`src/rtl/sacn_pkg.sv`:
```
// Shared types and constants of the set-associative NRU cache controller.
// No dependencies; every other file of the block imports this package.
package sacn_pkg;

    localparam int WAYS       = 4;
    localparam int SETS       = 64;
    localparam int LINE_BYTES = 16;

    localparam int ADDR_W = 32;
    localparam int WAY_W  = 2;
    localparam int SET_W  = 6;
    localparam int OFF_W  = 4;
    localparam int LINE_W = ADDR_W - OFF_W;
    localparam int TAG_W  = LINE_W - SET_W;

    // first byte address past the backing memory
    localparam logic [ADDR_W:0] MEM_BYTES = 33'd16777216;

    localparam logic REQ_READ  = 1'b0;
    localparam logic REQ_WRITE = 1'b1;

    typedef struct packed {
        logic [ADDR_W-1:0] address;
        logic              req_type;
    } t_req_item;

    typedef struct packed {
        logic              out_of_range;
        logic              hit;
        logic [WAY_W-1:0]  way;
        logic [SET_W-1:0]  set_index;
        logic [OFF_W-1:0]  byte_offset;
        logic              writeback;
        logic [LINE_W-1:0] writeback_line;
    } t_rsp_item;

    // one set: tags plus valid, dirty and used bits of every way
    typedef struct packed {
        logic [WAYS-1:0][TAG_W-1:0] tag;
        logic [WAYS-1:0]            valid;
        logic [WAYS-1:0]            dirty;
        logic [WAYS-1:0]            used;
    } t_set_row;

    typedef struct packed {
        logic              hit;
        logic [WAY_W-1:0]  way;
        logic              writeback;
        logic [LINE_W-1:0] writeback_line;
    } t_lookup;

    typedef enum logic {
        ST_IDLE,
        ST_LOOKUP
    } t_state;

endpackage

```
`src/rtl/sacn_policy.sv`:
```
// Hit detection, NRU victim choice and row update for one set.
// Depends on sacn_pkg.
module sacn_policy (
    input  sacn_pkg::t_set_row               i_row,
    input  logic [sacn_pkg::TAG_W-1:0]       i_tag,
    input  logic [sacn_pkg::SET_W-1:0]       i_set,
    input  logic                             i_req_type,
    output sacn_pkg::t_set_row               o_row,
    output sacn_pkg::t_lookup                o_lookup
);
    import sacn_pkg::*;

    always_comb begin
        logic             hit;
        logic [WAY_W-1:0] hit_way;
        logic [WAY_W-1:0] victim;
        logic [WAY_W-1:0] way;
        t_set_row         row;

        hit     = 1'b0;
        hit_way = '0;
        for (int w = 0; w < WAYS; w++) begin
            if (!hit && i_row.valid[w] && i_row.tag[w] == i_tag) begin
                hit     = 1'b1;
                hit_way = WAY_W'(w);
            end
        end

        // highest-numbered way with a clear used bit
        victim = WAY_W'(WAYS - 1);
        for (int w = 0; w < WAYS; w++) begin
            if (!i_row.used[w]) begin
                victim = WAY_W'(w);
            end
        end

        way = hit ? hit_way : victim;
        row = i_row;
        o_lookup = '0;
        o_lookup.hit = hit;
        o_lookup.way = way;

        if (hit) begin
            row.used[way] = 1'b1;
        end else begin
            if (i_row.valid[victim] && i_row.dirty[victim]) begin
                o_lookup.writeback      = 1'b1;
                o_lookup.writeback_line = {i_row.tag[victim], i_set};
            end
            row.tag[victim]   = i_tag;
            row.valid[victim] = 1'b1;
            row.used[victim]  = 1'b1;
            row.dirty[victim] = 1'b0;
        end

        if (i_req_type == REQ_WRITE) begin
            row.dirty[way] = 1'b1;
        end

        if (&row.used) begin
            row.used = '0;
        end

        o_row = row;
    end

endmodule

```
`config.mk`:
```
export PLATFORM = sky130hd
export DESIGN_NAME = sacn_policy
export DESIGN_NICKNAME = d
export VERILOG_FILES = /design/src/rtl/sacn_pkg.sv /design/src/rtl/sacn_policy.sv
export SDC_FILE = /design/constraint.sdc
export NUM_CORES = 1
export LEC_CHECK = 0
export BUFFER_PORTS_ARGS = -buffer_cell sky130_fd_sc_hd__buf_4
export CAP_MARGIN = 20
export CORE_AREA = 2 2 100 102
export DETAILED_ROUTE_END_ITERATION = 7
export DIE_AREA = 0 0 102 104
export PLACE_DENSITY = 0.81
export SLEW_MARGIN = 5
export SYNTH_ARGS = -nofsm -noshare
export SYNTH_HDL_FRONTEND = slang
export SYNTH_SLANG_ARGS = --single-unit
```
`constraint.sdc`:
```
create_clock -name vclk -period 2.9
set_input_delay 0.145 -clock vclk [all_inputs]
set_output_delay 0.145 -clock vclk [all_outputs]
set_load 0.1 [all_outputs]
```
# [Yosys cells after proc, flatten, opt, wreduce, memory -nomap -nowiden]
# Index checks and enable logic that the tools add are counted.
[word_totals] register_bits=0 inputBits=129 output_inout_bits=132
[op_classes] n_lt_le_gt_ge=4 eq_ne=4 mux=31 n_bitwise=6 reduce_logical=14
[ops] cell="$mux W96" count=1
[ops] cell="$bwmux W88" count=1
[ops] cell="$eq A22 B22 Y1" count=4
[ops] cell="$mux W29" count=2
[ops] cell="$bmux W22 S2" count=1
[ops] cell="$demux W22 S2" count=1
[ops] cell="$mux W22" count=2
[ops] cell="$or A4 B4 Y4" count=4
[ops] cell="$mux W2" count=7
[ops] cell="$mux W4" count=3
[ops] cell="$logic_and A1 B1 Y1" count=10
[ops] cell="$mux W1" count=9
[ops] cell="$lt A2 B3 Y1 const B" count=2
[ops] cell="$and A4 B4 Y4" count=1
[ops] cell="$bmux W1 S2" count=2
[ops] cell="$demux W1 S2" count=2
[ops] cell="$ge A2 B1 Y1 const B" count=2
[ops] cell="$not A4 Y4" count=1
[ops] cell="$reduce_and A4 Y1" count=1
[ops] cell="$logic_not A1 Y1" count=3

# [Longest topological paths before layout]
# Gate-level depths: netlist of run 1.
[depth] depth_word=24 mapped_depth=11 depth_no_buf=8

# [Worst setup path before layout of run 1]
# Ideal clock, no wire load.
[synth_path] path_kind="input port to output port" from="input i_tag[12] (netlist bit)" to="output o_lookup[10] (netlist bit)" arrival_time_ns=4.742 t_required_ns=2.755 path_slack_ns=-1.987 cell_stages=9 path_buffers=3 path_cell_list="buf_2 > xor2_1 > nor3_1 > nand4_1 > or3_1 > buf_2 > nand4_4 > clkbuf_1 > nor4_1"
[synth_rtl] item="from (decl)" line="sacn_policy.sv:5" source="input logic [sacn_pkg::TAG_W-1:0] i_tag,"
[synth_rtl] item="to (decl)" line="sacn_policy.sv:9" source="output sacn_pkg::t_lookup o_lookup"

==> results.py, run 1 <==
metrics = {
    "placement": {
        "dpl.hpwl_mm": 13.86,
        "place.gp.congestion": 0.9190,
        "pre_cts_slack_ns": -0.07449,
        "placed_cell_area_um2": 5781,
        "dp_cells": 805,
        "portBuffers": 261,
    },
    "final_layout": {
        "layout_common_cells": "buf_4, nand2_1, mux2_2",
        "final_common_cell": "buf_4",
        "ff_latch_area_um2": 0,
        "stdcell_area_um2": 5852,
        "num-fill-cells": 863,
        "nNetsFinal": 808,
        "instances_no_fill": 810,
        "finish.utilization": 0.6128,
        "insertedDiodeCount": 0,
        "areaGrowthSynthToFinish_pct": 78.65,
        "nClkBuffers": 0,
        "drive_gt1_frac": 0.6219,
        "n_sequential_cell": 0,
    },
    "worst_setup_path": {
        "end_kind": "output port",
        "worstPathArrival_ns": 2.67,
        "worstSetupPathType": "in2out",
        "critPathLaunchType": "input port",
        "cp.required_ns": 2.76,
        "cp_max_fo": 11,
    },
    "hold_path": {
        "hold_class": "in2out",
        "min_delay_path_depth": 3,
        "hold_end": "o_row[8]",
        "hp-start": "i_row[8]",
    },
    "flow_run": {
        "drv_cap": 0,
    },
    "pwr": {
        "p_int_uw": 565.0,
        "p_comb_frac": 1.000,
        "total_power_mw": 2.062,
        "p_leak_nw": 2.628,
        "power.switching_mw": 1.497,
        "powerDensity_nw_per_um2": 352.4,
        "p_sw_frac": 0.7260,
        "seqPwrFrac": 0,
        "irDropWorstVdd_v": 0.0002721,
        "clkPwrFrac": 0,
    },
    "grt": {
        "grt_max_degree": 24,
        "grt_pass1_wl_mm": 25.36,
        "grt_pass1_vias": 4453,
        "antenna_found_initial": 0,
        "gr-total-overflow": 0,
        "grt.total_usage": 0.2998,
    },
    "sta": {
        "slew_violations": 0,
        "final-setup-viol-count": 0,
        "finalCriticalPeriod_ns": 2.814,
        "finalHoldViolations": 0,
        "fin_ws_ns": 0.08621,
        "fmax_ghz": 0.3554,
        "fin_crit_sh": 0.9703,
        "rsz0062_at_grt": "no",
        "tightest_slew_ns": 0.6721,
        "max_slew_margin": 0.5519,
    },
    "synthesis": {
        "synth.net_count": 557,
        "syn_avg_cell_area_um2": 7.653,
        "yosys_warnings": 0,
        "yosysSeqAreaShare": 0,
        "syn-cell-area_um2": 3276,
        "syn_inst": 428,
        "ys_types": 33,
    },
    "route": {
        "ant_nets": 0,
        "vias_per_cell": 5.590,
        "drt_iter0_drc": 387,
        "firstDrtPassIters": 5,
        "drt_wl_total_mm": 16.99,
        "vias": 4528,
        "post_drt_wl_per_cell_um": 20.97,
        "post-route-drc-count": 0,
    },
    "floorplan": {
        "rows": 36,
        "placeableCoreArea_um2": 9549,
        "die_h_um": 104,
        "die_area_um2": 10610,
        "chipWidth_um": 102,
        "ios": 261,
        "start_util": 0.3430,
    },
    "clock_tree": {
        "hold_buffers": 0,
    },
    "status": {
        "status": "finished clean",
    },
}
==> synthesized netlist by cell type <==
library cell / n / share of area
o32ai_1: 2 / 0.0053
o21ba_2: 1 / 0.0031
a222oi_1: 24 / 0.073
inv_1: 6 / 0.0069
o31a_1: 1 / 0.0027
nor3_1: 6 / 0.0092
nor2_1: 2 / 0.0023
xor2_1: 60 / 0.16
xnor2_1: 28 / 0.075
mux2_2: 69 / 0.24
nor4_1: 34 / 0.065
o21bai_1: 1 / 0.0023
nand2b_1: 4 / 0.0076
a21o_1: 3 / 0.0069
buf_6: 9 / 0.031
mux2_1: 21 / 0.072
nand4_4: 1 / 0.0065
nand2_1: 72 / 0.083
nand4_1: 12 / 0.023
a21oi_1: 3 / 0.0046
buf_2: 25 / 0.038
a31oi_1: 4 / 0.0076
and2_1: 8 / 0.015
or4_4: 1 / 0.0034
nor3_2: 1 / 0.0031
clkbuf_1: 17 / 0.019
or2_2: 2 / 0.0038
a32o_1: 2 / 0.0061
or3_1: 3 / 0.0057
nor3b_2: 1 / 0.0038
nand3b_1: 2 / 0.0046
nand3b_4: 1 / 0.0061
a21bo_2: 2 / 0.0061
==> routing by layer <==
layer  track usage  routed length (µm)
met1        0.3932                6646
met2        0.5324                8649
met3       0.02554                1389
met4       0.05333                 302
met5             0                   0
==> power groups by stage <==
stage | registers (mW) | clock network (mW) | logic (mW)
6_report | 0 | 0 | 2.06
5_1_grt | 0 | 0 | 2.12
4_1_cts | 0 | 0 | 2.05
3_5_place_dp | 0 | 0 | 2.04
3_3_place_gp | 0 | 0 | 2.03
2_1_floorplan | 0 | 0 | 1.51
==> how the worst max path moves through the flow <==
stage / startpoint / end / slack [ns] / cells after the start
floorplan: i_row[0] / o_lookup[25] / -0.47 / 7
global placement: i_row[12] / o_row[62] / -0.05 / 11
detailed placement: i_row[12] / o_row[73] / -0.07 / 11
CTS: i_row[12] / o_row[32] / 0.02 / 12
global route: i_tag[8] / o_lookup[31] / 0.02 / 11
finish: i_tag[6] / o_lookup[31] / 0.09 / 10
==> repair_timing <==
item	4_1_cts	5_1_grt
gates resized for setup	2	2
cloned	0	0
buffers inserted	3	2
endpoints found under the setup margin	30	71
pin swaps	1	2
==> area by class of cell <==
cell class	instances	area (µm²)	share of cell area
multi-input combinational	371	3332	0.5694
timing repair buffer	300	2327	0.3977
tap	133	166.4	0.02844
inverter	6	26.28	0.004490
==> metrics by stage <==
| step | hold WS [ns] | setup TNS [ns] |
|---|---|---|
| after floorplan | 0.6022 | -5.678 |
| after global placement | 0.7548 | -0.2880 |
| after detailed placement | 0.7554 | -0.8008 |
| after CTS | 0.7554 | 0 |
| after global routing | 0.7658 | 0 |
| final | 0.7585 | 0 |
==> cells by family (layout without fill, tap and decap cells) <==
family,count (synthesis),count (layout),synth area share
and+or+nand+nor,150,150,0.2418
xor gates and xnor gates,88,88,0.2353
buffers and inverters,57,306,0.09549
muxes,90,90,0.3094
AOI/OAI and AO/OA,43,43,0.1180
==> critical path, stage by stage <==
cell	delay (ns)
buf_4	0.15
xor2_1	0.19
nor4_1	0.44
nand4_1	0.17
or3_1	0.40
nand4_4	0.17
buf_4	0.15
buf_4	0.18
buf_4	0.31
buf_4	0.35
Note: power is estimated with default switching activity, not from simulation.
==> inputs of run 2 (changes only) <==
Settings changed: CORE_AREA 2 2 100 102 to 2 2 102 104, DIE_AREA 0 0 102 104 to 0 0 104 106.
Clock period 2.9 ns to 2.4 ns, I/O delays scaled along.
==> results.py, run 2 (synthesis gave the netlist of run 1 again) <==
metrics = {
    "sta": {
        "finalCriticalPeriod_ns": 2.612,
        "max_slew_margin": 0.5888,
        "rsz0062_at_grt": "yes",
        "fin_crit_sh": 1.088,
        "tightest_slew_ns": 0.6167,
        "slew_violations": 0,
        "fin_ws_ns": -0.2118,
        "finalHoldViolations": 0,
        "final-setup-viol-count": 99,
        "fmax_ghz": 0.3829,
    },
    "status": {
        "violations": "negative setup slack",
        "status": "finished with violations",
    },
    "final_layout": {
        "layout_common_cells": "buf_4, buf_6, nand2_1",
        "insertedDiodeCount": 0,
        "areaGrowthSynthToFinish_pct": 147.6,
        "stdcell_area_um2": 8110,
        "n_sequential_cell": 0,
        "ff_latch_area_um2": 0,
        "nNetsFinal": 885,
        "finish.utilization": 0.8111,
        "drive_gt1_frac": 0.7281,
        "nClkBuffers": 0,
        "final_common_cell": "buf_4",
    },
    "route": {
        "vias": 5301,
        "post-route-drc-count": 0,
        "drt_iter0_drc": 401,
        "drt_wl_total_mm": 22.38,
        "post_drt_wl_per_cell_um": 25.14,
        "ant_nets": 0,
        "vias_per_cell": 5.956,
        "firstDrtPassIters": 8,
    },
    "hold_path": {
        "hp-start": "i_set[3]",
        "hold_class": "in2out",
        "hold_end": "o_lookup[3]",
        "min_delay_path_depth": 3,
    },
    "placement": {
        "portBuffers": 261,
        "dpl.hpwl_mm": 15.34,
        "pre_cts_slack_ns": -0.4469,
        "placed_cell_area_um2": 6620,
        "place.gp.congestion": 0.9173,
    },
    "pwr": {
        "powerDensity_nw_per_um2": 383.9,
        "total_power_mw": 3.114,
        "irDropWorstVdd_v": 0.0003047,
        "p_leak_nw": 3.635,
    },
    "floorplan": {
        "chipWidth_um": 104,
        "die_area_um2": 11020,
        "placeableCoreArea_um2": 10000,
        "start_util": 0.3276,
        "die_h_um": 106,
        "ios": 261,
        "rows": 37,
    },
    "grt": {
        "antenna_found_initial": 0,
        "grt_max_degree": 24,
        "grt_pass1_wl_mm": 31.55,
        "grt_pass1_vias": 5489,
        "gr-total-overflow": 0,
        "grt.total_usage": 0.3611,
    },
    "worst_setup_path": {
        "end_kind": "output port",
        "cp.required_ns": 2.28,
        "worstSetupPathType": "in2out",
        "critPathBufInv": 4,
        "worstPathArrival_ns": 2.49,
        "crit_path_max_incr_delay_ns": 0.45,
        "path_common_cell": "buf_12",
        "critPathLaunchType": "input port",
        "cp_cell_sequence": "buf_12 > xor2_4 > nor4_4 > buf_4 > nand4_1 > or3_4 > nand4_4 > nand3b_4 > buf_12 > mux2_2 > buf_6",
        "cp_slowest_cell": "or3_4",
        "path_delay_family": "simple AND/OR/NAND/NOR gates",
        "cp_max_fo": 10,
    },
    "clock_tree": {
        "hold_buffers": 0,
    },
    "flow_run": {
        "drv_cap": 0,
    },
}
==> run 2: area by class of cell <==
type,count,area [µm²]
fillers,579,1889
well taps,136,170.2
inverters,6,26.28
multi-input cells,371,3825
repair buffers,377,4089
==> run 2: worst max path at each step <==
| stage | start | end | slack, ns | cells past startpoint |
|---|---|---|---|---|
| floorplan | i_tag[17] | o_row[4] | -0.67 | 9 |
| CTS | i_row[73] | o_row[47] | -0.25 | 12 |
| global placement | i_tag[7] | o_row[37] | -0.42 | 11 |
| detailed placement | i_tag[7] | o_row[37] | -0.45 | 11 |
| finish | i_tag[17] | o_row[78] | -0.21 | 11 |
| global route | i_tag[19] | o_row[4] | -0.26 | 12 |
==> run 2: where the power goes <==
part           switching (mW)  internal, mW  total [mW]  leakage [nW]
clock                       0             0           0             0
sequential                  0             0           0             0
combinational            2.02          1.09        3.11          3.64
total                    2.02          1.09        3.11          3.64
==> run 2: stage by stage <==
stage / setup TNS [ns] / std cells / hold WS [ns]
after floorplan: -13.79 / 428 / 0.4571
after global placement: -42.93 / 882 / 0.6860
after detailed placement: -46.32 / 882 / 0.6884
after CTS: -17.91 / 888 / 0.6146
after global routing: -20.68 / 890 / 0.6321
final: -16.02 / 890 / 0.6277
==> run 2: worst min-delay path, stage by stage <==
cell and delay (ns):
buf_4 0.08, and2_4 0.14, buf_12 0.16
==> run 2: layer usage <==
| metal | up-vias | share of wire | GRT usage |
|---|---|---|---|
| met5 | - | 0 | 0 |
| met3 | 120 | 0.076 | 0.03679 |
| met4 | 0 | 0.075 | 0.1573 |
| met1 | 2526 | 0.34 | 0.4168 |
| li1 | 2222 | - | - |
| met2 | 433 | 0.51 | 0.6734 |
==> run 2: repair_timing <==
action | 4_1_cts | 5_1_grt
gates cloned | 2 | 1
setup endpoints to repair | 131 | 132
resized for setup | 252 | 70
pin swaps | 21 | 18
buffers inserted | 4 | 6
==> inputs of run 3 (changes only) <==
Settings changed: CORE_AREA 2 2 102 104 to 2 2 100 102, DIE_AREA 0 0 104 106 to 0 0 102 104.
Clock period 2.4 ns to 2.7 ns, I/O delays scaled along.
==> results.py, run 3 (synthesis gave the netlist of run 1 again) <==
metrics = {
    "final_layout": {
        "areaGrowthSynthToFinish_pct": 102.1,
        "stdcell_area_um2": 6619,
        "layout_common_cells": "buf_4, buf_6, nand2_1",
        "n_sequential_cell": 0,
        "final_common_cell": "buf_4",
        "nNetsFinal": 834,
        "insertedDiodeCount": 0,
        "num-fill-cells": 725,
        "nClkBuffers": 0,
        "drive_gt1_frac": 0.6529,
        "ff_latch_area_um2": 0,
    },
    "worst_setup_path": {
        "crit_path_max_incr_delay_ns": 0.48,
        "critPathBufInv": 6,
        "cp_max_fo": 6,
        "critPathLaunchType": "input port",
        "end_kind": "output port",
        "cp.required_ns": 2.57,
        "worstPathArrival_ns": 2.58,
        "cp_slowest_cell": "or4_4",
        "path_common_cell": "buf_4",
        "path_delay_family": "simple AND/OR/NAND/NOR gates",
        "cp_cell_sequence": "buf_4 > buf_4 > xor2_1 > nor4_1 > nand4_1 > or4_4 > nand4_4 > buf_8 > nor3b_4 > buf_6 > clkbuf_16 > mux2_4 > buf_12",
        "worstSetupPathType": "in2out",
    },
    "sta": {
        "max_slew_margin": 0.5766,
        "finalCriticalPeriod_ns": 2.715,
        "finalHoldViolations": 0,
        "slew_violations": 0,
        "fin_crit_sh": 1.006,
        "fin_ws_ns": -0.01521,
        "fmax_ghz": 0.3683,
        "final-setup-viol-count": 5,
        "rsz0062_at_grt": "yes",
        "tightest_slew_ns": 0.6351,
        "hold_ws_ns": 0.6763,
        "tns_ns": -0.02526,
    },
    "placement": {
        "place.gp.congestion": 0.9828,
        "portBuffers": 261,
        "dpl.hpwl_mm": 14.02,
        "pre_cts_slack_ns": -0.1687,
        "placed_cell_area_um2": 5982,
    },
    "route": {
        "post_drt_wl_per_cell_um": 21.96,
        "vias": 4803,
        "post-route-drc-count": 0,
        "firstDrtPassIters": 6,
        "vias_per_cell": 5.745,
        "drt_wl_total_mm": 18.36,
        "ant_nets": 0,
        "drt_iter0_drc": 505,
    },
    "grt": {
        "grt.total_usage": 0.3163,
        "grt_pass1_vias": 4799,
        "grt_max_degree": 24,
        "grt_pass1_wl_mm": 26.72,
        "antenna_found_initial": 0,
        "gr-total-overflow": 0,
    },
    "pwr": {
        "powerDensity_nw_per_um2": 359.6,
        "irDropWorstVdd_v": 0.0003424,
        "p_leak_nw": 2.953,
    },
    "status": {
        "violations": "negative setup slack",
        "status": "finished with violations",
    },
    "floorplan": {
        "die_h_um": 104,
        "die_area_um2": 10610,
        "chipWidth_um": 102,
        "rows": 36,
        "placeableCoreArea_um2": 9549,
        "ios": 261,
        "start_util": 0.3430,
    },
    "hold_path": {
        "hold_class": "in2out",
    },
    "flow_run": {
        "drv_cap": 0,
    },
    "clock_tree": {
        "hold_buffers": 0,
    },
}
## run 3: area by class of cell
| class | count | area, µm² | area share |
|---|---|---|---|
| Inverter | 6 | 26.28 | 0.003970 |
| Timing Repair Buffer | 326 | 3020 | 0.4563 |
| Multi-Input combinational cell | 371 | 3406 | 0.5146 |
| Tap cell | 133 | 166.4 | 0.02514 |
## run 3: metrics by stage
step | total power [mW] | instances | utilization
after detailed placement | 2.219 | 826 | 0.6264
after global placement | 2.204 | 826 | 0.6264
after floorplan | 1.630 | 428 | -
final | 2.380 | 836 | 0.6931
after CTS | 2.266 | 826 | 0.6435
after global routing | 2.445 | 836 | 0.6931
## run 3: power by group
group          internal [mW]  switching [mW]  leakage, nW
Combinational          0.729            1.65         2.95
Clock                      0               0            0
Sequential                 0               0            0
Total                  0.729            1.65         2.95
## run 3: layer usage
metal,global-route usage,wire length [µm]
met5,0,0
met2,0.5658,9496
met4,0.08952,635
met1,0.3979,6897
met3,0.02554,1329
## run 3: tightest hold or removal path, delay by kind of cell
| family | cells | cell delay [ns] |
|---|---|---|
| buffers and inverters | 2 | 0.27 |
| AND/OR/NAND/NOR | 1 | 0.13 |
## run 3: repair_timing
item,CTS,global route
endpoints found under the hold margin,0,0
pin swaps,5,10
buffers inserted,0,7
endpoints found under the setup margin,106,109
gates cloned,0,3
resized for setup,43,84
## run 3: worst paths after layout
kind,from,endpoint,slack [ns],depth (start not counted)
worst max-delay path,i_tag[19],o_row[76],-0.02,13
worst min-delay path,i_row[10],o_row[10],0.68,3
